==> config.mk <==
export PLATFORM = sky130hd
export DESIGN_NAME = door_angle_open_snap_detector_unit
export DESIGN_NICKNAME = d
export VERILOG_FILES = /design/src/sv/daosd_pkg.sv /design/src/sv/daosd_ring.sv /design/src/sv/daosd_arm.sv /design/src/sv/door_angle_open_snap_detector_unit.sv
export SDC_FILE = /design/constraint.sdc
export NUM_CORES = 1
export LEC_CHECK = 0
export ABC_AREA = 0
export BUFFER_PORTS_ARGS = -buffer_cell sky130_fd_sc_hd__buf_2
export CAP_MARGIN = 0
export CORE_MARGIN = 1.5
export CORE_UTILIZATION = 38
export CTS_CLUSTER_DIAMETER = 80
export DETAILED_ROUTE_END_ITERATION = 10
export GPL_TIMING_DRIVEN = 0
export SLEW_MARGIN = 20
export SYNTH_ARGS = -nofsm -noshare
export SYNTH_HDL_FRONTEND = slang
export SYNTH_HIERARCHICAL = 1
export SYNTH_SLANG_ARGS = --single-unit
==> constraint.sdc <==
create_clock -name clk -period 8.9 [get_ports clk]
set_input_delay 0.445 -clock clk [delete_from_list [all_inputs] [get_ports clk]]
set_output_delay 0.445 -clock clk [all_outputs]
set_load 0.005 [all_outputs]
==> src/sv/daosd_pkg.sv <==
// ----------------------------------------------------------------------------
// daosd_pkg
// Shared types, constants and width helpers of the door angle detector.
// ----------------------------------------------------------------------------
package daosd_pkg;

	// field widths
	localparam int ANGLE_W     = 13;
	localparam int HALF_W      = 8;
	localparam int CFG_IDX_W   = 2;
	localparam int IN_TDATA_W  = 16;
	localparam int OUT_TDATA_W = 32;
	localparam int OUT_TUSER_W = 3;

	// default of the top level parameter
	localparam int AVG_DEPTH_DEF = 4;

	// fraction bits of every angle in the 13 bit angle fields
	localparam int ANGLE_FRAC_BITS = 4;

	// turn sizes in whole degrees
	localparam int HALF_TURN_DEG = 180;
	localparam int FULL_TURN_DEG = 360;

	// register indexes on the configuration port
	localparam logic [CFG_IDX_W-1:0] REG_OPEN_ANGLE  = 2'd0;
	localparam logic [CFG_IDX_W-1:0] REG_SNAP_ANGLE  = 2'd1;
	localparam logic [CFG_IDX_W-1:0] REG_HALF_WIDTH  = 2'd2;

	// register reset values
	localparam logic [ANGLE_W-1:0] OPEN_ANGLE_RST  = 13'd4640;
	localparam logic [ANGLE_W-1:0] SNAP_ANGLE_RST  = 13'd1760;
	localparam logic [HALF_W-1:0]  HALF_WIDTH_RST  = 8'd48;

	typedef struct packed {
		logic [ANGLE_W-1:0] open_angle;
		logic [ANGLE_W-1:0] snap_angle;
		logic [HALF_W-1:0]  window_half_width;
	} cfg_t;

	typedef struct packed {
		logic               snap_event;
		logic               open_event;
		logic               armed;
		logic [ANGLE_W-1:0] mean_angle;
		logic [ANGLE_W-1:0] folded_angle;
	} result_t;

	// a folded angle is at most the largest heading plus half a turn
	function automatic int ring_width(input int frac_bits);
		return $clog2((2 ** ANGLE_W) + (HALF_TURN_DEG << frac_bits));
	endfunction

	function automatic int sum_width(input int depth, input int frac_bits);
		return ring_width(frac_bits) + $clog2(depth);
	endfunction

endpackage

==> src/sv/daosd_ring.sv <==
// ----------------------------------------------------------------------------
// daosd_ring
// Input register, tilt fold, averaging ring and running ring sum.
// ----------------------------------------------------------------------------
module daosd_ring import daosd_pkg::*; #(
	parameter int AVG_DEPTH       = AVG_DEPTH_DEF
) (
	input  logic                                          clk,
	input  logic                                          arst_n,
	input  logic                                          in_valid,
	output logic                                          in_ready,
	input  logic [ANGLE_W-1:0]                            heading,
	input  logic                                          tilt_negative,
	output logic                                          dn_valid,
	input  logic                                          dn_ready,
	output logic [ANGLE_W-1:0]                            folded_angle,
	output logic [sum_width(AVG_DEPTH, ANGLE_FRAC_BITS)-1:0] sum
);

	localparam int RING_W = ring_width(ANGLE_FRAC_BITS);
	localparam int SUM_W  = sum_width(AVG_DEPTH, ANGLE_FRAC_BITS);
	localparam int PTR_W  = $clog2(AVG_DEPTH);
	localparam logic [RING_W:0] HALF_TURN = (RING_W + 1)'(HALF_TURN_DEG << ANGLE_FRAC_BITS);
	localparam logic [RING_W:0] FULL_TURN = (RING_W + 1)'(FULL_TURN_DEG << ANGLE_FRAC_BITS);
	localparam logic [PTR_W-1:0] PTR_LAST = PTR_W'(AVG_DEPTH - 1);

	logic                 v_s1;
	logic [ANGLE_W-1:0]   heading_s1;
	logic                 tilt_s1;
	logic                 v_s2;
	logic [ANGLE_W-1:0]   folded_s2;
	logic [SUM_W-1:0]     sum_s2;

	logic [RING_W-1:0]    ring_q [AVG_DEPTH];
	logic [PTR_W-1:0]     ptr_q;
	logic                 primed_q;

	logic                 s2_free;
	logic                 adv;
	logic [RING_W:0]      plus_half;
	logic [RING_W:0]      wide_folded;
	logic [RING_W-1:0]    folded;
	logic [SUM_W-1:0]     sum_nxt;

	assign s2_free  = !v_s2 || dn_ready;
	assign in_ready = !v_s1 || s2_free;
	assign adv      = v_s1 && s2_free;

	// fold: on negative tilt add half a turn and take one full turn off when past it, else pass the heading
	always_comb begin
		plus_half = (RING_W + 1)'(heading_s1) + HALF_TURN;
		if (!tilt_s1) begin
			wide_folded = (RING_W + 1)'(heading_s1);
		end else if (plus_half > FULL_TURN) begin
			wide_folded = plus_half - FULL_TURN;
		end else begin
			wide_folded = plus_half;
		end
		folded = wide_folded[RING_W-1:0];
	end

	// first item fills the whole ring, later ones replace the oldest entry
	always_comb begin
		if (!primed_q) begin
			sum_nxt = SUM_W'(folded) * SUM_W'(AVG_DEPTH);
		end else begin
			sum_nxt = sum_s2 - SUM_W'(ring_q[ptr_q]) + SUM_W'(folded);
		end
	end

	always_ff @(posedge clk or negedge arst_n) begin
		if (!arst_n) begin
			v_s1     <= 1'b0;
			v_s2     <= 1'b0;
			ptr_q    <= '0;
			primed_q <= 1'b0;
		end else begin
			if (in_ready) begin
				v_s1 <= in_valid;
			end
			if (s2_free) begin
				v_s2 <= v_s1;
			end
			if (adv) begin
				primed_q <= 1'b1;
				ptr_q    <= (ptr_q == PTR_LAST) ? '0 : ptr_q + 1'b1;
			end
		end
	end

	always_ff @(posedge clk) begin
		if (in_ready && in_valid) begin
			heading_s1 <= heading;
			tilt_s1    <= tilt_negative;
		end
		if (adv) begin
			folded_s2 <= folded[ANGLE_W-1:0];
			sum_s2    <= sum_nxt;
			for (int i = 0; i < AVG_DEPTH; i++) begin
				if (!primed_q || ptr_q == PTR_W'(i)) begin
					ring_q[i] <= folded;
				end
			end
		end
	end

	assign dn_valid     = v_s2;
	assign folded_angle = folded_s2;
	assign sum          = sum_s2;

	a_primed_after_item: assert property (@(posedge clk) disable iff (!arst_n)
		adv |=> primed_q)
		else $error("ring not primed after an item");

	a_ptr_zero_unprimed: assert property (@(posedge clk) disable iff (!arst_n)
		!primed_q |-> (ptr_q == '0))
		else $error("ring pointer moved before priming");

	a_hold_stalled: assert property (@(posedge clk) disable iff (!arst_n)
		dn_valid && !dn_ready |=> dn_valid && $stable(folded_angle) && $stable(sum))
		else $error("ring item changed while stalled");

endmodule

==> src/sv/daosd_arm.sv <==
// ----------------------------------------------------------------------------
// daosd_arm
// Mean of the ring sum, open and snap window tests, arm flag, result register.
// ----------------------------------------------------------------------------
module daosd_arm import daosd_pkg::*; #(
	parameter int AVG_DEPTH       = AVG_DEPTH_DEF
) (
	input  logic                                             clk,
	input  logic                                             arst_n,
	input  logic                                             up_valid,
	output logic                                             up_ready,
	input  logic [ANGLE_W-1:0]                               folded_angle,
	input  logic [sum_width(AVG_DEPTH, ANGLE_FRAC_BITS)-1:0] sum,
	input  cfg_t                                             cfg,
	output logic                                             out_valid,
	input  logic                                             out_ready,
	output result_t                                          result
);

	localparam int RING_W  = ring_width(ANGLE_FRAC_BITS);
	localparam int SUM_W   = sum_width(AVG_DEPTH, ANGLE_FRAC_BITS);
	localparam int SHIFT   = SUM_W + $clog2(AVG_DEPTH);
	localparam longint RECIP_L = ((longint'(1) << SHIFT) + AVG_DEPTH - 1) / AVG_DEPTH;
	localparam logic [SHIFT:0] RECIP = (SHIFT + 1)'(RECIP_L);
	localparam int PROD_W  = SUM_W + SHIFT + 1;
	localparam int CMP_W   = ((RING_W > ANGLE_W) ? RING_W : ANGLE_W) + 1;

	logic              out_valid_q;
	logic              armed_q;
	result_t           result_q;

	logic              fire;
	logic [PROD_W-1:0] prod;
	logic [RING_W-1:0] mean;
	logic              open_hit;
	logic              snap_hit;
	logic              open_ev;
	logic              snap_ev;
	logic              armed_mid;
	logic              armed_nxt;

	// strict window, bounds taken without wrap: t - h < v < t + h
	function automatic logic in_window(input logic [RING_W-1:0] value,
			input logic [ANGLE_W-1:0] target, input logic [HALF_W-1:0] half);
		logic [CMP_W-1:0] v;
		logic [CMP_W-1:0] t;
		logic [CMP_W-1:0] h;
		v = CMP_W'(value);
		t = CMP_W'(target);
		h = CMP_W'(half);
		return (v < t + h) && (v + h > t);
	endfunction

	assign up_ready = !out_valid_q || out_ready;
	assign fire     = up_valid && up_ready;

	// divide by the ring depth through a rounded-up reciprocal, exact for every sum
	always_comb begin
		prod      = PROD_W'(sum) * PROD_W'(RECIP);
		mean      = prod[SHIFT +: RING_W];
		open_hit  = in_window(mean, cfg.open_angle, cfg.window_half_width);
		snap_hit  = in_window(mean, cfg.snap_angle, cfg.window_half_width);
		open_ev   = !armed_q && open_hit;
		armed_mid = armed_q || open_ev;
		snap_ev   = armed_mid && snap_hit;
		armed_nxt = armed_mid && !snap_ev;
	end

	always_ff @(posedge clk or negedge arst_n) begin
		if (!arst_n) begin
			out_valid_q <= 1'b0;
			armed_q     <= 1'b0;
		end else begin
			if (up_ready) begin
				out_valid_q <= up_valid;
			end
			if (fire) begin
				armed_q <= armed_nxt;
			end
		end
	end

	always_ff @(posedge clk) begin
		if (fire) begin
			result_q.folded_angle <= folded_angle;
			result_q.mean_angle   <= mean[ANGLE_W-1:0];
			result_q.armed        <= armed_nxt;
			result_q.open_event   <= open_ev;
			result_q.snap_event   <= snap_ev;
		end
	end

	assign out_valid = out_valid_q;
	assign result    = result_q;

	a_open_arms: assert property (@(posedge clk) disable iff (!arst_n)
		out_valid_q && result_q.open_event && !result_q.snap_event |-> result_q.armed)
		else $error("open item left the block disarmed");

	a_snap_disarms: assert property (@(posedge clk) disable iff (!arst_n)
		out_valid_q && result_q.snap_event |-> !result_q.armed)
		else $error("snap item left the block armed");

	a_no_open_when_armed: assert property (@(posedge clk) disable iff (!arst_n)
		fire && armed_q |=> !result_q.open_event)
		else $error("open item while already armed");

endmodule

==> src/sv/door_angle_open_snap_detector_unit.sv <==
// ----------------------------------------------------------------------------
// door_angle_open_snap_detector_unit
// Door open and snapshot detector on a stream of heading samples.
// ----------------------------------------------------------------------------
// Each item is a heading in 1/16 degree (tdata) with a tilt-negative flag
// (tuser). The block folds the heading by half a turn on negative tilt, keeps
// a running mean over the last AVG_DEPTH folded angles, arms when the mean
// enters the open window and pulses a snap event when an armed mean enters
// the snap window. One item is taken every cycle while the output is not
// stalled; an accepted item passes through the input register and the ring
// stage into the result register, which drives the output. The rate is set
// by the ring update and the arm flag, each of which feeds its registered
// state back through combinational logic. Configuration registers are
// written through the cfg port, which is always ready.
module door_angle_open_snap_detector_unit import daosd_pkg::*; #(
	parameter int AVG_DEPTH       = AVG_DEPTH_DEF
) (
	input  logic                   clk,
	input  logic                   arst_n,
	input  logic                   s_axis_tvalid,
	output logic                   s_axis_tready,
	input  logic [IN_TDATA_W-1:0]  s_axis_tdata,   // [12:0] heading
	input  logic                   s_axis_tuser,   // [0] tilt_negative
	output logic                   m_axis_tvalid,
	input  logic                   m_axis_tready,
	output logic [OUT_TDATA_W-1:0] m_axis_tdata,   // [12:0] folded_angle, [25:13] mean_angle
	output logic [OUT_TUSER_W-1:0] m_axis_tuser,   // [0] armed, [1] open_event, [2] snap_event
	input  logic                   cfg_valid,
	output logic                   cfg_ready,
	input  logic [CFG_IDX_W-1:0]   cfg_index,
	input  logic [ANGLE_W-1:0]     cfg_data
);

	localparam int SUM_W = sum_width(AVG_DEPTH, ANGLE_FRAC_BITS);

	cfg_t             cfg_q;
	logic             mid_valid;
	logic             mid_ready;
	logic [ANGLE_W-1:0] mid_folded;
	logic [SUM_W-1:0] mid_sum;
	result_t          result;

	assign cfg_ready = 1'b1;

	always_ff @(posedge clk or negedge arst_n) begin
		if (!arst_n) begin
			cfg_q.open_angle        <= OPEN_ANGLE_RST;
			cfg_q.snap_angle        <= SNAP_ANGLE_RST;
			cfg_q.window_half_width <= HALF_WIDTH_RST;
		end else if (cfg_valid && cfg_ready) begin
			unique case (cfg_index)
				REG_OPEN_ANGLE: begin
					cfg_q.open_angle <= cfg_data;
				end
				REG_SNAP_ANGLE: begin
					cfg_q.snap_angle <= cfg_data;
				end
				REG_HALF_WIDTH: begin
					cfg_q.window_half_width <= cfg_data[HALF_W-1:0];
				end
				default: begin
				end
			endcase
		end
	end

	daosd_ring #(
		.AVG_DEPTH       (AVG_DEPTH)
	) u_ring (
		.clk           (clk),
		.arst_n        (arst_n),
		.in_valid      (s_axis_tvalid),
		.in_ready      (s_axis_tready),
		.heading       (s_axis_tdata[ANGLE_W-1:0]),
		.tilt_negative (s_axis_tuser),
		.dn_valid      (mid_valid),
		.dn_ready      (mid_ready),
		.folded_angle  (mid_folded),
		.sum           (mid_sum)
	);

	daosd_arm #(
		.AVG_DEPTH       (AVG_DEPTH)
	) u_arm (
		.clk          (clk),
		.arst_n       (arst_n),
		.up_valid     (mid_valid),
		.up_ready     (mid_ready),
		.folded_angle (mid_folded),
		.sum          (mid_sum),
		.cfg          (cfg_q),
		.out_valid    (m_axis_tvalid),
		.out_ready    (m_axis_tready),
		.result       (result)
	);

	assign m_axis_tdata = {{(OUT_TDATA_W - 2 * ANGLE_W){1'b0}},
		result.mean_angle, result.folded_angle};
	assign m_axis_tuser = {result.snap_event, result.open_event, result.armed};

endmodule
==> run_results.csv <==
group,metric,value,unit
outcome,status,"finished with violations",
outcome,violations,"negative hold slack",
global_routing,grt_pass1_vias,6886,
run,cap_violations,0,
sta,max_freq,210,MHz
detailed_routing,wl_per_cell,17.0,um
detailed_routing,ant_nets,0,
floorplanning,fp.dieW,168,um
critical_path,cp-start-kind,"flop",
clocking,tritoncts,"built",
floorplanning,io_pins,75,
global_routing,globalRouteOverflowTotal,0,
sta,worstMarginPinSlew,786,ps
sta,setup-tns-final,0,ps
synthesis,syn-cell-area,10400,um^2
finish,post-route-util,44.1,%
synthesis,synth_edf_count,128,
global_routing,antenna_found_initial,0,
clocking,clockBufferDepth,2,
clocking,cts_resized,0,
synthesis,synth.distinct_cells,87,
critical_path,startpoint,"u_ring/heading_s1[6]",
synthesis,synth_ff_type,"edfxtp_1",
clocking,root_buffer,"clkbuf_16",
critical_path,critPathBufInv,3,
sta,finalCritPeriodShare,53.5,%
power_and_ir_drop,p_leak,5.05,nW
sta,maxSlewViolCount,0,
synthesis,ys_ff_latch,169,
critical_path,cp_top_family,"adder cells",
power_and_ir_drop,powerDensity,392,nW/um^2
critical_path,crit_chain,"ha_1 -> buf_4 -> xor2_2 -> ha_1 -> nor3_1 -> nand2_1 -> mux2_2 -> nand4_2 -> xnor2_2 -> fa_1 -> inv_1 -> ha_1 -> o21ai_0 -> inv_1 -> a221oi_1 -> o21ai_0 -> xnor2_1 -> mux2_2",
sta,rsz0062_at_grt,"false",
clocking,htreeDepth,4,
sta,report.final.hold_viol_count,1,
floorplanning,start_util,38.5,%
finish,fillers,2522,
synthesis,synth.avg_cell_area,12.0,um^2
clocking,clkLatencyLatePin,440,ps
placement,gp_congestion,0.852,
critical_path,cp.required,9090,ps
finish,final_cells,1307,
floorplanning,rows,60,
global_routing,grt_max_degree,42,
finish,final_area,11800,um^2
placement,postPlaceCellArea,11200,um^2
clocking,cts_buffers,17,
floorplanning,die_h,168,um
global_routing,grt_pass1_wl,36.0,mm
clocking,clock_sinks,169,
critical_path,slowest_stage,"edfxtp_1",
global_routing,track_usage,16.7,%
synthesis,postSynthCellCount,860,
detailed_routing,via_count,6736,
synthesis,async_flop_share,24.3,%
synthesis,yosysWarnings,6,
detailed_routing,first_iter_violations,452,
floorplanning,dieArea,28300,um^2
hold_path,hold_path.class,"primary input to async pin",
sta,min_period,4760,ps
placement,portBuffers,64,
sta,setup_viol,0,
clocking,cts_hold_buf,0,
sta,skew,10.4,ps
finish,nNetsFinal,1106,
critical_path,endpoint_kind,"flop",
power_and_ir_drop,ir_worst_vdd,187,uV
sta,hold_slack,-2.02,ps
sta,maxSlewHeadroom,47.5,%
synthesis,yosysSeqAreaShare,47.1,%
placement,numPlacedInstances,1275,
detailed_routing,drc,0,
clocking,path_clk_slew,80,ps
detailed_routing,viasPerCell,5.15,
critical_path,timing.rr.start,"u_ring/heading_s1[6]",
finish,diodes,0,
floorplanning,core_area,26900,um^2
detailed_routing,wirelength,22.2,mm
detailed_routing,dr.pass1.iters,5,
finish,drive_gt1_share,21.7,%
critical_path,crit_top_cell,"ha_1",
critical_path,critPathArrivalTime,4950,ps
placement,dpl.hpwl,16.9,mm
critical_path,cp_max_fo,10,
clocking,cts_setup_buffers,0,
critical_path,cp_slowest_stage_delay,530,ps
critical_path,path_class,"flop to flop",
finish,area_growth,14.3,%
[through the flow]
step / hold WS [ps] / power (mW) / setup WS (ps)
2_1_floorplan: 149 / 3.25 / 4610
3_3_place_gp: 402 / 3.78 / 4190
3_5_place_dp: 406 / 3.85 / 4160
4_1_cts: 149 / 4.67 / 4160
5_1_grt: 32.2 / 5.10 / 3740
6_report: -2.02 / 4.64 / 4140
[cell usage in the layout, fill, tap and decap left out, types with 4 or more instances in the layout]
cell	synthesis	final
o211ai_1	4	4
clkbuf_1	4	6
o21ai_1	6	6
conb_1	2	7
xor2_1	12	12
a31oi_1	5	5
nand3_1	31	31
buf_6	3	7
nand2b_1	12	12
dfrtp_1	31	31
buf_2	3	66
nor2_1	22	22
buf_4	12	13
and2_1	6	5
clkbuf_16	0	17
mux2_2	37	37
o21ai_0	31	31
o21a_1	6	6
inv_8	0	4
edfxtp_1	128	128
a21oi_1	48	44
xnor2_1	40	40
o2111ai_1	5	5
dfstp_2	10	10
nand4_1	9	9
nor3_1	10	10
nor2b_1	10	10
a21o_1	14	14
o21bai_1	6	6
fa_1	17	17
ha_1	99	99
mux4_2	14	14
mux2i_1	6	6
a21oi_2	1	5
inv_1	112	111
nand2_1	37	37
[worst reg2reg max path, delay by kind of cell, from the launching register on]
family	cells	cell delay (ps)
and+or+nand+nor	3	440
muxes	2	540
buffers and inverters	3	310
xor gates and xnor gates	3	440
AOI/OAI and AO/OA	3	850
DFF	1	530
adders and majority gates	4	1400
[report_power, final]
part           switching (mW)  internal, mW
combinational            1.37          1.17
clock                   0.334         0.461
sequential              0.157          1.14
total                    1.87          2.77
[final timing paths]
check | endpoint | slack (ps) | cells after the start
hold reg to reg | u_arm/result[8] | 420 | 0
max in group asynchronous | cfg_q[16] | 8490 | 1
setup / recovery | u_ring/sum[14] | 4140 | 18
setup reg to reg | u_ring/sum[14] | 4140 | 18
min in group clk | u_ring/heading_s1[5] | 180 | 1
hold / removal | u_ring/primed_q | -2 | 1
[Yosys cell counts (3+ instances only)]
library cell / count / area share (%)
mux2_2: 37 / 4.0
mux4_2: 14 / 3.0
nand4_1: 9 / 0.54
and2_1: 6 / 0.36
buf_6: 3 / 0.33
a21oi_1: 48 / 2.3
o211ai_1: 4 / 0.29
o21a_1: 6 / 0.43
o21ai_0: 31 / 1.5
nand3_1: 31 / 1.5
nor3_1: 10 / 0.48
buf_4: 12 / 0.87
nand2_1: 37 / 1.3
a31oi_1: 5 / 0.30
edfxtp_1: 128 / 37
buf_2: 3 / 0.14
xor2_1: 12 / 1.0
mux2i_1: 6 / 0.58
o21bai_1: 6 / 0.43
inv_1: 112 / 4.1
ha_1: 99 / 12
nor2b_1: 10 / 0.60
or2_2: 3 / 0.18
a21o_1: 14 / 1.0
nand2b_1: 12 / 0.72
clkbuf_1: 4 / 0.14
a211oi_1: 3 / 0.22
o2111ai_1: 5 / 0.42
nor2_1: 22 / 0.80
dfrtp_1: 31 / 7.5
dfstp_2: 10 / 2.5
xnor2_1: 40 / 3.4
fa_1: 17 / 3.3
o21ai_1: 6 / 0.29
[layer usage]
layer,vias to the layer above,part of all wire (%),track usage [%]
li1,3301,-,-
met1,3302,45,21.1
met2,113,50,29.2
met3,20,3.3,2.84
met4,0,1.6,5.40
met5,-,0,0
[kinds of logic after synthesis]
family / synth area share, %
AOI/OAI and AO/OA: 10.8
muxes: 7.92
xor gates and xnor gates: 4.71
adders and majority gates: 15.2
DFF: 47.1
other: 0.0725
buffers and inverters: 5.54
and+or+nand+nor: 8.55
[layout make-up]
type                       count  area (um^2)  area share, %
timing repair buffer          69          395           3.34
buffer                        22          154           1.30
multi-input combinational    562         4940           41.7
sequential                   169         4880           41.2
clock buffer                  20          447           3.77
clock inverter                12          179           1.51
tap                          341          427           3.60
inverter                     112          420           3.55
[flip-flops by register name, indices dropped and copies added (netlist names), 2 cells and up]
register and count:
u_ring/sum 16, u_ring/ring_q 56, u_ring/ptr_q 2, u_arm/result 29, cfg_q 34, u_ring/heading_s1 13
u_ring/folded_angle 13
Power figures use the tool's default switching activity.
